--- src/design/sm3_pkg.sv ---
`default_nettype none
// ----------------------------------------------------------------------------
// sm3_pkg
// shared types, constants and helper functions of the sm3 hash engine
// ----------------------------------------------------------------------------
package sm3_pkg;

	localparam logic [31:0] T_LOW  = 32'h79cc4519;
	localparam logic [31:0] T_HIGH = 32'h7a879d8a;

	localparam int QUEUE_DEPTH = 4;
	localparam int QUEUE_AW    = $clog2(QUEUE_DEPTH);

	// block word that holds the high half of the length
	localparam logic [3:0] LEN_HI_POS = 4'd14;
	localparam logic [3:0] LAST_POS   = 4'd15;
	localparam logic [5:0] LAST_ROUND = 6'd63;
	localparam logic [5:0] FF_SWITCH  = 6'd16;
	localparam logic [2:0] LAST_INDEX = 3'd7;
	localparam logic [2:0] MAX_BYTES  = 3'd4;

	typedef logic [31:0] word_t;

	typedef struct packed {
		word_t word;
		logic  fin;
	} blk_word_t;

	typedef enum logic [2:0] {
		F_IDLE,
		F_PAD,
		F_ZERO,
		F_LEN_HI,
		F_LEN_LO
	} front_state_t;

	typedef enum logic [1:0] {
		B_LOAD,
		B_ROUND,
		B_UPDATE,
		B_OUT
	} back_state_t;

	function automatic word_t iv_word(input logic [2:0] i);
		word_t v;
		unique case (i)
			3'd0: v = 32'h7380166f;
			3'd1: v = 32'h4914b2b9;
			3'd2: v = 32'h172442d7;
			3'd3: v = 32'hda8a0600;
			3'd4: v = 32'ha96f30bc;
			3'd5: v = 32'h163138aa;
			3'd6: v = 32'he38dee4d;
			default: v = 32'hb0fb0e4e;
		endcase
		return v;
	endfunction

	function automatic word_t rotl(input word_t x, input logic [4:0] n);
		word_t r;
		r = (x << n) | (x >> (6'd32 - {1'b0, n}));
		return r;
	endfunction

	function automatic word_t perm0(input word_t x);
		return x ^ rotl(x, 5'd9) ^ rotl(x, 5'd17);
	endfunction

	function automatic word_t perm1(input word_t x);
		return x ^ rotl(x, 5'd15) ^ rotl(x, 5'd23);
	endfunction

	// round constant already rotated by the round number
	function automatic word_t t_rot(input logic [5:0] j);
		word_t t;
		t = (j < FF_SWITCH) ? T_LOW : T_HIGH;
		return rotl(t, j[4:0]);
	endfunction

endpackage
`default_nettype wire

--- src/design/sm3_hash_engine_core.sv ---
`default_nettype none
// ----------------------------------------------------------------------------
// sm3_hash_engine_core
// sm3 hash of a byte message delivered as big-endian words
// ----------------------------------------------------------------------------
// each item carries up to four message bytes (valid_bytes from the top of
// data_word, counts above four taken as four); last_word closes the message
// and appends the sm3 padding. a packer takes one item per cycle while the
// word queue has room and no padding is being written. at the end of a
// message it writes the padding word, the zero words up to the length
// position and the two length words, stalling whenever the queue is full.
// the compression engine gathers a 512-bit block of 16 words, runs the 64
// rounds (one round per cycle) and folds the result into the chaining
// value; the round unit limits the throughput.
// eight digest items follow the final block,
// index 0 first, digest_last on index 7, after which the next message starts
// from the standard initial value. the packer runs ahead of the engine
// through a four-entry queue, so the next message can be taken while the
// digest waits
// ----------------------------------------------------------------------------
module sm3_hash_engine_core (
	input  wire logic        clk,
	input  wire logic        arst_n,
	input  wire logic        push,
	output logic             full,
	input  wire logic [31:0] data_word,
	input  wire logic [2:0]  valid_bytes,
	input  wire logic        last_word,
	output logic             empty,
	input  wire logic        pop,
	output logic [31:0]      digest_word,
	output logic [2:0]       word_index,
	output logic             digest_last
);

	// packer to queue
	logic               wr_en;
	sm3_pkg::blk_word_t wr_data;
	logic               q_full;
	// queue to engine
	logic               rd_en;
	sm3_pkg::blk_word_t rd_data;
	logic               q_empty;

	sm3_front u_front (
		.clk         (clk),
		.arst_n      (arst_n),
		.push        (push),
		.full        (full),
		.data_word   (data_word),
		.valid_bytes (valid_bytes),
		.last_word   (last_word),
		.q_full      (q_full),
		.q_push      (wr_en),
		.q_data      (wr_data)
	);

	sm3_queue u_queue (
		.clk     (clk),
		.arst_n  (arst_n),
		.wr_en   (wr_en),
		.wr_data (wr_data),
		.q_full  (q_full),
		.rd_en   (rd_en),
		.rd_data (rd_data),
		.q_empty (q_empty)
	);

	// engine pops a word whenever it is gathering a block and the queue is not empty
	sm3_back u_back (
		.clk         (clk),
		.arst_n      (arst_n),
		.q_empty     (q_empty),
		.q_data      (rd_data),
		.q_pop       (rd_en),
		.empty       (empty),
		.pop         (pop),
		.digest_word (digest_word),
		.word_index  (word_index),
		.digest_last (digest_last)
	);

endmodule
`default_nettype wire

--- src/design/sm3_front.sv ---
`default_nettype none
// ----------------------------------------------------------------------------
// sm3_front
// packs message bytes into block words, counts bits and appends the padding
// ----------------------------------------------------------------------------
module sm3_front (
	input  wire logic              clk,
	input  wire logic              arst_n,
	input  wire logic              push,
	output logic                   full,
	input  wire logic [31:0]       data_word,
	input  wire logic [2:0]        valid_bytes,
	input  wire logic              last_word,
	input  wire logic              q_full,
	output logic                   q_push,
	output sm3_pkg::blk_word_t     q_data
);

	sm3_pkg::front_state_t state_q, state_d;
	logic [63:0] bit_len_q;
	logic [3:0]  bwc_q;
	logic [31:0] pw_q;
	logic [1:0]  pb_q;

	logic        accept;
	logic [2:0]  cnt;
	logic [2:0]  total;
	logic [1:0]  rem;
	logic [63:0] cat;
	logic [31:0] full_word;
	logic [31:0] left_word;
	logic [31:0] pad_word;
	logic [3:0]  bwc_inc;

	assign full   = (state_q != sm3_pkg::F_IDLE) || q_full;
	assign accept = push && !full;

	always_comb begin
		cnt       = (valid_bytes > sm3_pkg::MAX_BYTES) ? sm3_pkg::MAX_BYTES : valid_bytes;
		total     = {1'b0, pb_q} + cnt;
		rem       = total[1:0];
		cat       = ({32'b0, pw_q} << {cnt, 3'b0})
			| ({32'b0, data_word} >> (6'd32 - {cnt, 3'b0}));
		full_word = 32'(cat >> {rem, 3'b0});
		left_word = cat[31:0] & ~(32'hffffffff << {rem, 3'b0});
		pad_word  = (pw_q << (6'd32 - {pb_q, 3'b0}))
			| (32'h80 << {2'd3 - pb_q, 3'b0});
		bwc_inc   = bwc_q + 4'd1;
	end

	always_comb begin
		state_d = state_q;
		unique case (state_q)
			sm3_pkg::F_IDLE:
				if (accept && last_word) state_d = sm3_pkg::F_PAD;
			sm3_pkg::F_PAD:
				if (!q_full) state_d = (bwc_inc == sm3_pkg::LEN_HI_POS)
					? sm3_pkg::F_LEN_HI : sm3_pkg::F_ZERO;
			sm3_pkg::F_ZERO:
				if (!q_full && bwc_inc == sm3_pkg::LEN_HI_POS) state_d = sm3_pkg::F_LEN_HI;
			sm3_pkg::F_LEN_HI:
				if (!q_full) state_d = sm3_pkg::F_LEN_LO;
			sm3_pkg::F_LEN_LO:
				if (!q_full) state_d = sm3_pkg::F_IDLE;
			default: state_d = sm3_pkg::F_IDLE;
		endcase
	end

	always_comb begin
		q_push      = 1'b0;
		q_data.word = full_word;
		q_data.fin  = 1'b0;
		unique case (state_q)
			sm3_pkg::F_IDLE: begin
				q_push = accept && (total >= sm3_pkg::MAX_BYTES);
			end
			sm3_pkg::F_PAD: begin
				q_push      = !q_full;
				q_data.word = pad_word;
			end
			sm3_pkg::F_ZERO: begin
				q_push      = !q_full;
				q_data.word = '0;
			end
			sm3_pkg::F_LEN_HI: begin
				q_push      = !q_full;
				q_data.word = bit_len_q[63:32];
			end
			sm3_pkg::F_LEN_LO: begin
				q_push      = !q_full;
				q_data.word = bit_len_q[31:0];
				q_data.fin  = 1'b1;
			end
			default: q_push = 1'b0;
		endcase
	end

	always_ff @(posedge clk or negedge arst_n) begin
		if (!arst_n) begin
			state_q   <= sm3_pkg::F_IDLE;
			bit_len_q <= '0;
			bwc_q     <= '0;
			pw_q      <= '0;
			pb_q      <= '0;
		end else begin
			state_q <= state_d;
			if (state_q == sm3_pkg::F_IDLE) begin
				if (accept) begin
					bit_len_q <= bit_len_q + {58'b0, cnt, 3'b0};
					if (total >= sm3_pkg::MAX_BYTES) begin
						pw_q  <= left_word;
						pb_q  <= rem;
						bwc_q <= bwc_inc;
					end else begin
						pw_q <= cat[31:0];
						pb_q <= total[1:0];
					end
				end
			end else if (q_push) begin
				if (state_q == sm3_pkg::F_LEN_LO) begin
					bit_len_q <= '0;
					bwc_q     <= '0;
					pw_q      <= '0;
					pb_q      <= '0;
				end else begin
					bwc_q <= bwc_inc;
				end
			end
		end
	end

endmodule
`default_nettype wire

--- src/design/sm3_queue.sv ---
`default_nettype none
// ----------------------------------------------------------------------------
// sm3_queue
// short word queue between the byte packer and the compression engine
// ----------------------------------------------------------------------------
module sm3_queue (
	input  wire logic               clk,
	input  wire logic               arst_n,
	input  wire logic               wr_en,
	input  wire sm3_pkg::blk_word_t wr_data,
	output logic                    q_full,
	input  wire logic               rd_en,
	output sm3_pkg::blk_word_t      rd_data,
	output logic                    q_empty
);

	sm3_pkg::blk_word_t mem_q [sm3_pkg::QUEUE_DEPTH];
	logic [sm3_pkg::QUEUE_AW-1:0] wp_q, rp_q;
	logic [sm3_pkg::QUEUE_AW:0]   cnt_q;

	assign q_full  = (cnt_q == (sm3_pkg::QUEUE_AW+1)'(sm3_pkg::QUEUE_DEPTH));
	assign q_empty = (cnt_q == '0);
	assign rd_data = mem_q[rp_q];

	always_ff @(posedge clk) begin
		if (wr_en && !q_full) mem_q[wp_q] <= wr_data;
	end

	always_ff @(posedge clk or negedge arst_n) begin
		if (!arst_n) begin
			wp_q  <= '0;
			rp_q  <= '0;
			cnt_q <= '0;
		end else begin
			if (wr_en && !q_full) wp_q <= wp_q + 1'b1;
			if (rd_en && !q_empty) rp_q <= rp_q + 1'b1;
			cnt_q <= cnt_q + {{sm3_pkg::QUEUE_AW{1'b0}}, wr_en && !q_full}
				- {{sm3_pkg::QUEUE_AW{1'b0}}, rd_en && !q_empty};
		end
	end

endmodule
`default_nettype wire

--- src/design/sm3_back.sv ---
`default_nettype none
// ----------------------------------------------------------------------------
// sm3_back
// gathers block words, runs the 64 compression rounds and emits the digest
// ----------------------------------------------------------------------------
module sm3_back (
	input  wire logic               clk,
	input  wire logic               arst_n,
	input  wire logic               q_empty,
	input  wire sm3_pkg::blk_word_t q_data,
	output logic                    q_pop,
	output logic                    empty,
	input  wire logic               pop,
	output logic [31:0]             digest_word,
	output logic [2:0]              word_index,
	output logic                    digest_last
);

	sm3_pkg::back_state_t state_q, state_d;
	sm3_pkg::word_t win_q [16];
	sm3_pkg::word_t cv_q  [8];
	sm3_pkg::word_t r_q   [8];
	logic [3:0] ld_q;
	logic [5:0] rnd_q;
	logic [2:0] idx_q;
	logic       fin_q;

	sm3_pkg::word_t w_new, a12, ss1, ss2, ff, gg, tt1, tt2, shift_in;
	logic shift_en;
	logic out_take;

	assign q_pop       = (state_q == sm3_pkg::B_LOAD) && !q_empty;
	assign empty       = (state_q != sm3_pkg::B_OUT);
	assign out_take    = pop && !empty;
	assign digest_word = cv_q[idx_q];
	assign word_index  = idx_q;
	assign digest_last = (idx_q == sm3_pkg::LAST_INDEX);

	always_comb begin
		w_new = sm3_pkg::perm1(win_q[0] ^ win_q[7] ^ sm3_pkg::rotl(win_q[13], 5'd15))
			^ sm3_pkg::rotl(win_q[3], 5'd7) ^ win_q[10];
		a12 = sm3_pkg::rotl(r_q[0], 5'd12);
		ss1 = sm3_pkg::rotl(a12 + r_q[4] + sm3_pkg::t_rot(rnd_q), 5'd7);
		ss2 = ss1 ^ a12;
		if (rnd_q < sm3_pkg::FF_SWITCH) begin
			ff = r_q[0] ^ r_q[1] ^ r_q[2];
			gg = r_q[4] ^ r_q[5] ^ r_q[6];
		end else begin
			ff = (r_q[0] & r_q[1]) | (r_q[0] & r_q[2]) | (r_q[1] & r_q[2]);
			gg = (r_q[4] & r_q[5]) | (~r_q[4] & r_q[6]);
		end
		tt1 = ff + r_q[3] + ss2 + (win_q[0] ^ win_q[4]);
		tt2 = gg + r_q[7] + ss1 + win_q[0];
		shift_en = q_pop || (state_q == sm3_pkg::B_ROUND);
		shift_in = (state_q == sm3_pkg::B_ROUND) ? w_new : q_data.word;
	end

	always_comb begin
		state_d = state_q;
		unique case (state_q)
			sm3_pkg::B_LOAD:
				if (q_pop && ld_q == sm3_pkg::LAST_POS) state_d = sm3_pkg::B_ROUND;
			sm3_pkg::B_ROUND:
				if (rnd_q == sm3_pkg::LAST_ROUND) state_d = sm3_pkg::B_UPDATE;
			sm3_pkg::B_UPDATE:
				state_d = fin_q ? sm3_pkg::B_OUT : sm3_pkg::B_LOAD;
			sm3_pkg::B_OUT:
				if (out_take && idx_q == sm3_pkg::LAST_INDEX) state_d = sm3_pkg::B_LOAD;
			default: state_d = sm3_pkg::B_LOAD;
		endcase
	end

	// message window and working registers carry no reset
	always_ff @(posedge clk) begin
		if (shift_en) begin
			for (int i = 0; i < 15; i++) win_q[i] <= win_q[i+1];
			win_q[15] <= shift_in;
		end
		if (q_pop && ld_q == sm3_pkg::LAST_POS) begin
			for (int i = 0; i < 8; i++) r_q[i] <= cv_q[i];
		end else if (state_q == sm3_pkg::B_ROUND) begin
			r_q[3] <= r_q[2];
			r_q[2] <= sm3_pkg::rotl(r_q[1], 5'd9);
			r_q[1] <= r_q[0];
			r_q[0] <= tt1;
			r_q[7] <= r_q[6];
			r_q[6] <= sm3_pkg::rotl(r_q[5], 5'd19);
			r_q[5] <= r_q[4];
			r_q[4] <= sm3_pkg::perm0(tt2);
		end
	end

	always_ff @(posedge clk or negedge arst_n) begin
		if (!arst_n) begin
			state_q <= sm3_pkg::B_LOAD;
			ld_q    <= '0;
			rnd_q   <= '0;
			idx_q   <= '0;
			fin_q   <= 1'b0;
			for (int i = 0; i < 8; i++) cv_q[i] <= sm3_pkg::iv_word(3'(i));
		end else begin
			state_q <= state_d;
			if (q_pop) begin
				ld_q <= ld_q + 4'd1;
				if (ld_q == sm3_pkg::LAST_POS) fin_q <= q_data.fin;
			end
			if (state_q == sm3_pkg::B_ROUND) rnd_q <= rnd_q + 6'd1;
			if (state_q == sm3_pkg::B_UPDATE) begin
				for (int i = 0; i < 8; i++) cv_q[i] <= cv_q[i] ^ r_q[i];
				idx_q <= '0;
			end
			if (out_take) begin
				idx_q <= idx_q + 3'd1;
				if (idx_q == sm3_pkg::LAST_INDEX) begin
					for (int i = 0; i < 8; i++) cv_q[i] <= sm3_pkg::iv_word(3'(i));
				end
			end
		end
	end

endmodule
`default_nettype wire
--- config.mk ---
export PLATFORM = sky130hd
export DESIGN_NAME = sm3_hash_engine_core
export DESIGN_NICKNAME = d
export VERILOG_FILES = /design/src/design/sm3_pkg.sv /design/src/design/sm3_hash_engine_core.sv /design/src/design/sm3_front.sv /design/src/design/sm3_queue.sv /design/src/design/sm3_back.sv
export SDC_FILE = /design/constraint.sdc
export NUM_CORES = 2
export LEC_CHECK = 0
export BUFFER_PORTS_ARGS = -buffer_cell sky130_fd_sc_hd__buf_2
export CORE_UTILIZATION = 45
export DETAILED_ROUTE_END_ITERATION = 10
export PLACE_DENSITY_LB_ADDON = 0.12
export SLEW_MARGIN = 20
export SYNTH_ARGS = -nofsm -noshare
export SYNTH_HDL_FRONTEND = slang
export SYNTH_SLANG_ARGS = --single-unit
--- constraint.sdc ---
create_clock -name clk -period 36.3 [get_ports clk]
set_input_delay 7.26 -clock clk [delete_from_list [all_inputs] [get_ports clk]]
set_output_delay 7.26 -clock clk [all_outputs]
set_load 0.005 [all_outputs]
==> flow_summary_export.csv <==
group,metric,value,unit
timing,timing.fmax,84.60,MHz
detailed_routing,via_per_inst,5.840,
detailed_routing,first_iter_violations,5130,
worst_setup_path,path_class,"reg -> reg",
worst_setup_path,startpoint_type,"register",
clocking,clk_path_buf_depth,3,
floorplan,die_x,394.4,um
detailed_routing,detail_route.first_pass.iterations,8,
clocking,tritoncts_clock_tree,"done",
timing,final-hold-violation-count,0,
clocking,cts_buffers,144,
timing,setup_violations,0,
timing,relSlewSlack,0.2183,
global_routing,gr-usage-all-layers,0.2932,
floorplan,start_util,0.4545,
global_routing,first_global_vias,46160,
clocking,post_cts.repair.setup_buffers,0,
detailed_routing,drt_drc_violations_left,0,
global_routing,grt_pass1_wl,331.6,mm
floorplan,placement_rows,143,
timing,worst-slew-pin-transition,1.163,ns
worst_setup_path,cpPeakStageDelay,0.98,ns
global_routing,residual_overflow_from_global_routing,0,
timing,drv_slew,0,
final_layout,final_cell_mix,"nand2_1 (1031), edfxtp_1 (900), o21ai_0 (489), nor2_1 (399), xnor2_1 (361)",
place,place.gp.congestion,0.9789,
timing,setup-tns-final,0,ns
clocking,clk_root_buffer_cell,"clkbuf_16",
floorplan,fp.dieH,394.4,um
timing,post-route-period-util,0.3256,
floorplan,design.die.area,155500,um2
synthesis,yosysSeqAreaShare,0.5298,
synthesis,synth-main-ff-cell,"edfxtp_1",
synthesis,synthTopCellsByArea,"edfxtp_1 (39%), dfrtp_1 (9.5%), nand2_1 (5.6%)",
worst_setup_path,timing.critical_path.required,36.81,ns
place,i_o_buffers,77,
synthesis,synthesis.yosys.warnings,0,
hold_path,hold_class,"reg -> reg",
timing,fin_skew,0.05934,ns
synthesis,postSynthAreaPerCell,11.19,um2
clocking,cts.sinks,1281,
floorplan,fp.coreArea,152400,um2
detailed_routing,wl,229.0,mm
synthesis,postSynthRegisterBits,1281,
worst_setup_path,critPathMaxFanout,52,
global_routing,grt_antenna_before_repair,13,
final_layout,syn_to_final_growth,10.65,%
detailed_routing,route.vias.total,48650,
clocking,cts-resized-gates,0,
worst_setup_path,critical_path.top_delay_family,"compound AO/OA/AOI/OAI gates",
synthesis,yosysUniqueCellTypes,94,
flow_run,max_cap_viol,0,
synthesis,synth_edf_count,900,
run_status,status,"completed",
clocking,post_cts_hold_buffer_count,0,
worst_setup_path,buffer_and_inverter_count_on_the_worst_path,4,
synthesis,post_synth_inst_count,6189,
synthesis,syn_nets,6538,
clocking,clk-insertion-delay-late,0.80,ns
worst_setup_path,cp.arrival,12.33,ns
synthesis,netlist_area,69290,um2
global_routing,maximum_number_of_pins_on_one_net_before_global_route_repair,224,
timing,unrepaired_setup_endpoints_after_global_routing,"false",
floorplan,num_io_pins,78,
final_layout,nNetsFinal,6521,
synthesis,post-synth-top-area-fraction,0.3901,
clocking,clk_pin_slew_worst_paths,0.06,ns
worst_setup_path,worstSetupEndpointType,"register",
place,place.detailed.hpwl,166.4,mm
clocking,cts.htree.levels,4,
timing,finalWorstPathRequiredPeriod,11.82,ns
synthesis,synth_async_sr_flop_share,0.2974,
worst_setup_path,path_common_cell,"o21ai_0",
detailed_routing,ant_nets,0,
final_layout,mostFrequentLayoutCell,"nand2_1",
final_layout,drive_above_1_share,0.1121,
worst_setup_path,timing.critical_path.slowest_stage_cell,"xnor2_1",
detailed_routing,routed_wire_length_per_instance,27.49,um
synthesis,yosys.area.top_type,"edfxtp_1",
==> state kept, by name, summed over array words and instances, names as in the netlist, 4 cells and up <==
register	flops
u_back.win_q	512
u_back.cv_q	256
u_back.r_q	256
u_queue.mem_q	132
u_front.bit_len_q	61
u_front.pw_q	32
u_back.rnd_q	6
u_back.ld_q	4
u_front.bwc_q	4
==> cells by family after synthesis <==
group | Yosys count | share of synthesized area
XOR/XNOR | 642 | 0.08258
buffers and inverters | 633 | 0.03446
AO/OA/AOI/OAI | 1247 | 0.1067
flip-flops | 1281 | 0.5298
AND/OR/NAND/NOR | 1799 | 0.1100
multiplexers | 276 | 0.05961
adder cells (fa/ha/maj) | 311 | 0.07679
==> cells in the mapped netlist, types with 9 or more instances <==
cell type	n
nor2b_1	18
mux4_2	105
xnor2_1	362
nand2b_1	17
mux2i_1	128
or3_1	23
o21ai_1	13
nand3_1	60
a21oi_1	348
o31ai_1	12
xor2_1	272
clkbuf_1	263
ha_1	118
a222oi_1	9
o21a_1	23
edfxtp_1	900
a22o_1	11
mux2_2	43
nor2_1	402
nand4_1	19
a21o_1	45
o211ai_1	19
fa_1	191
and3_1	133
o21ai_0	490
inv_1	311
nand2_1	1033
o22ai_1	42
a22oi_1	28
nor3_1	36
buf_1	45
a31oi_1	46
o21bai_1	10
dfstp_2	119
a221oi_1	21
and2_1	22
dfrtp_1	262
a211oi_1	47
==> layout make-up <==
class | count | area, um2
antenna | 4 | 10.01
multi-input combinational | 4275 | 30260
clock buffer | 196 | 4053
tap | 2030 | 2540
fill | 13700 | 75780
inverter | 318 | 1196
timing repair buffer | 152 | 1033
clock inverter | 74 | 853.3
sequential | 1281 | 36720
==> routing by layer <==
layer  wire length [um]  GRT usage
met1              99080     0.4202
met2             105000     0.4525
met3              16160    0.04430
met4               8753     0.1064
met5                 34          0
==> final timing paths <==
check | from | end | slack [ns] | cells after the start
max in group asynchronous | arst_n | u_back.cv_q[88]$_DFF_PN0_ | 27.62 | 3
min in group asynchronous | arst_n | u_front.pw_q[9]$_DFFE_PN0P_ | 6.43 | 1
max reg2reg | u_back.rnd_q[3]$_DFFE_PN0P_ | u_back.r_q[0][31]$_DFFE_PP_ | 24.48 | 35
min | u_back.win_q[0][187]$_DFFE_PP_ | u_back.win_q[0][155]$_DFFE_PP_ | 0.41 | 0
max | u_back.rnd_q[3]$_DFFE_PN0P_ | u_back.r_q[0][31]$_DFFE_PP_ | 24.48 | 35
min reg2reg | u_back.win_q[0][187]$_DFFE_PP_ | u_back.win_q[0][155]$_DFFE_PP_ | 0.41 | 0
==> metrics by stage <==
stage	hold WS (ns)	instances	instance area, um2	setup slack, ns	util
2_1_floorplan	0.4003	6189	69290	9.661	-
5_1_grt	0.4181	8326	76650	23.91	0.5028
3_5_place_dp	0.4045	8056	71750	24.27	0.4707
3_3_place_gp	0.4004	8056	71750	24.34	0.4707
4_1_cts	0.4138	8326	76650	24.61	0.5028
6_report	0.4112	8330	76660	24.48	0.5029
Power is not shown: default switching activity piles up to over one toggle a cycle in this logic, so the estimate is an artifact.
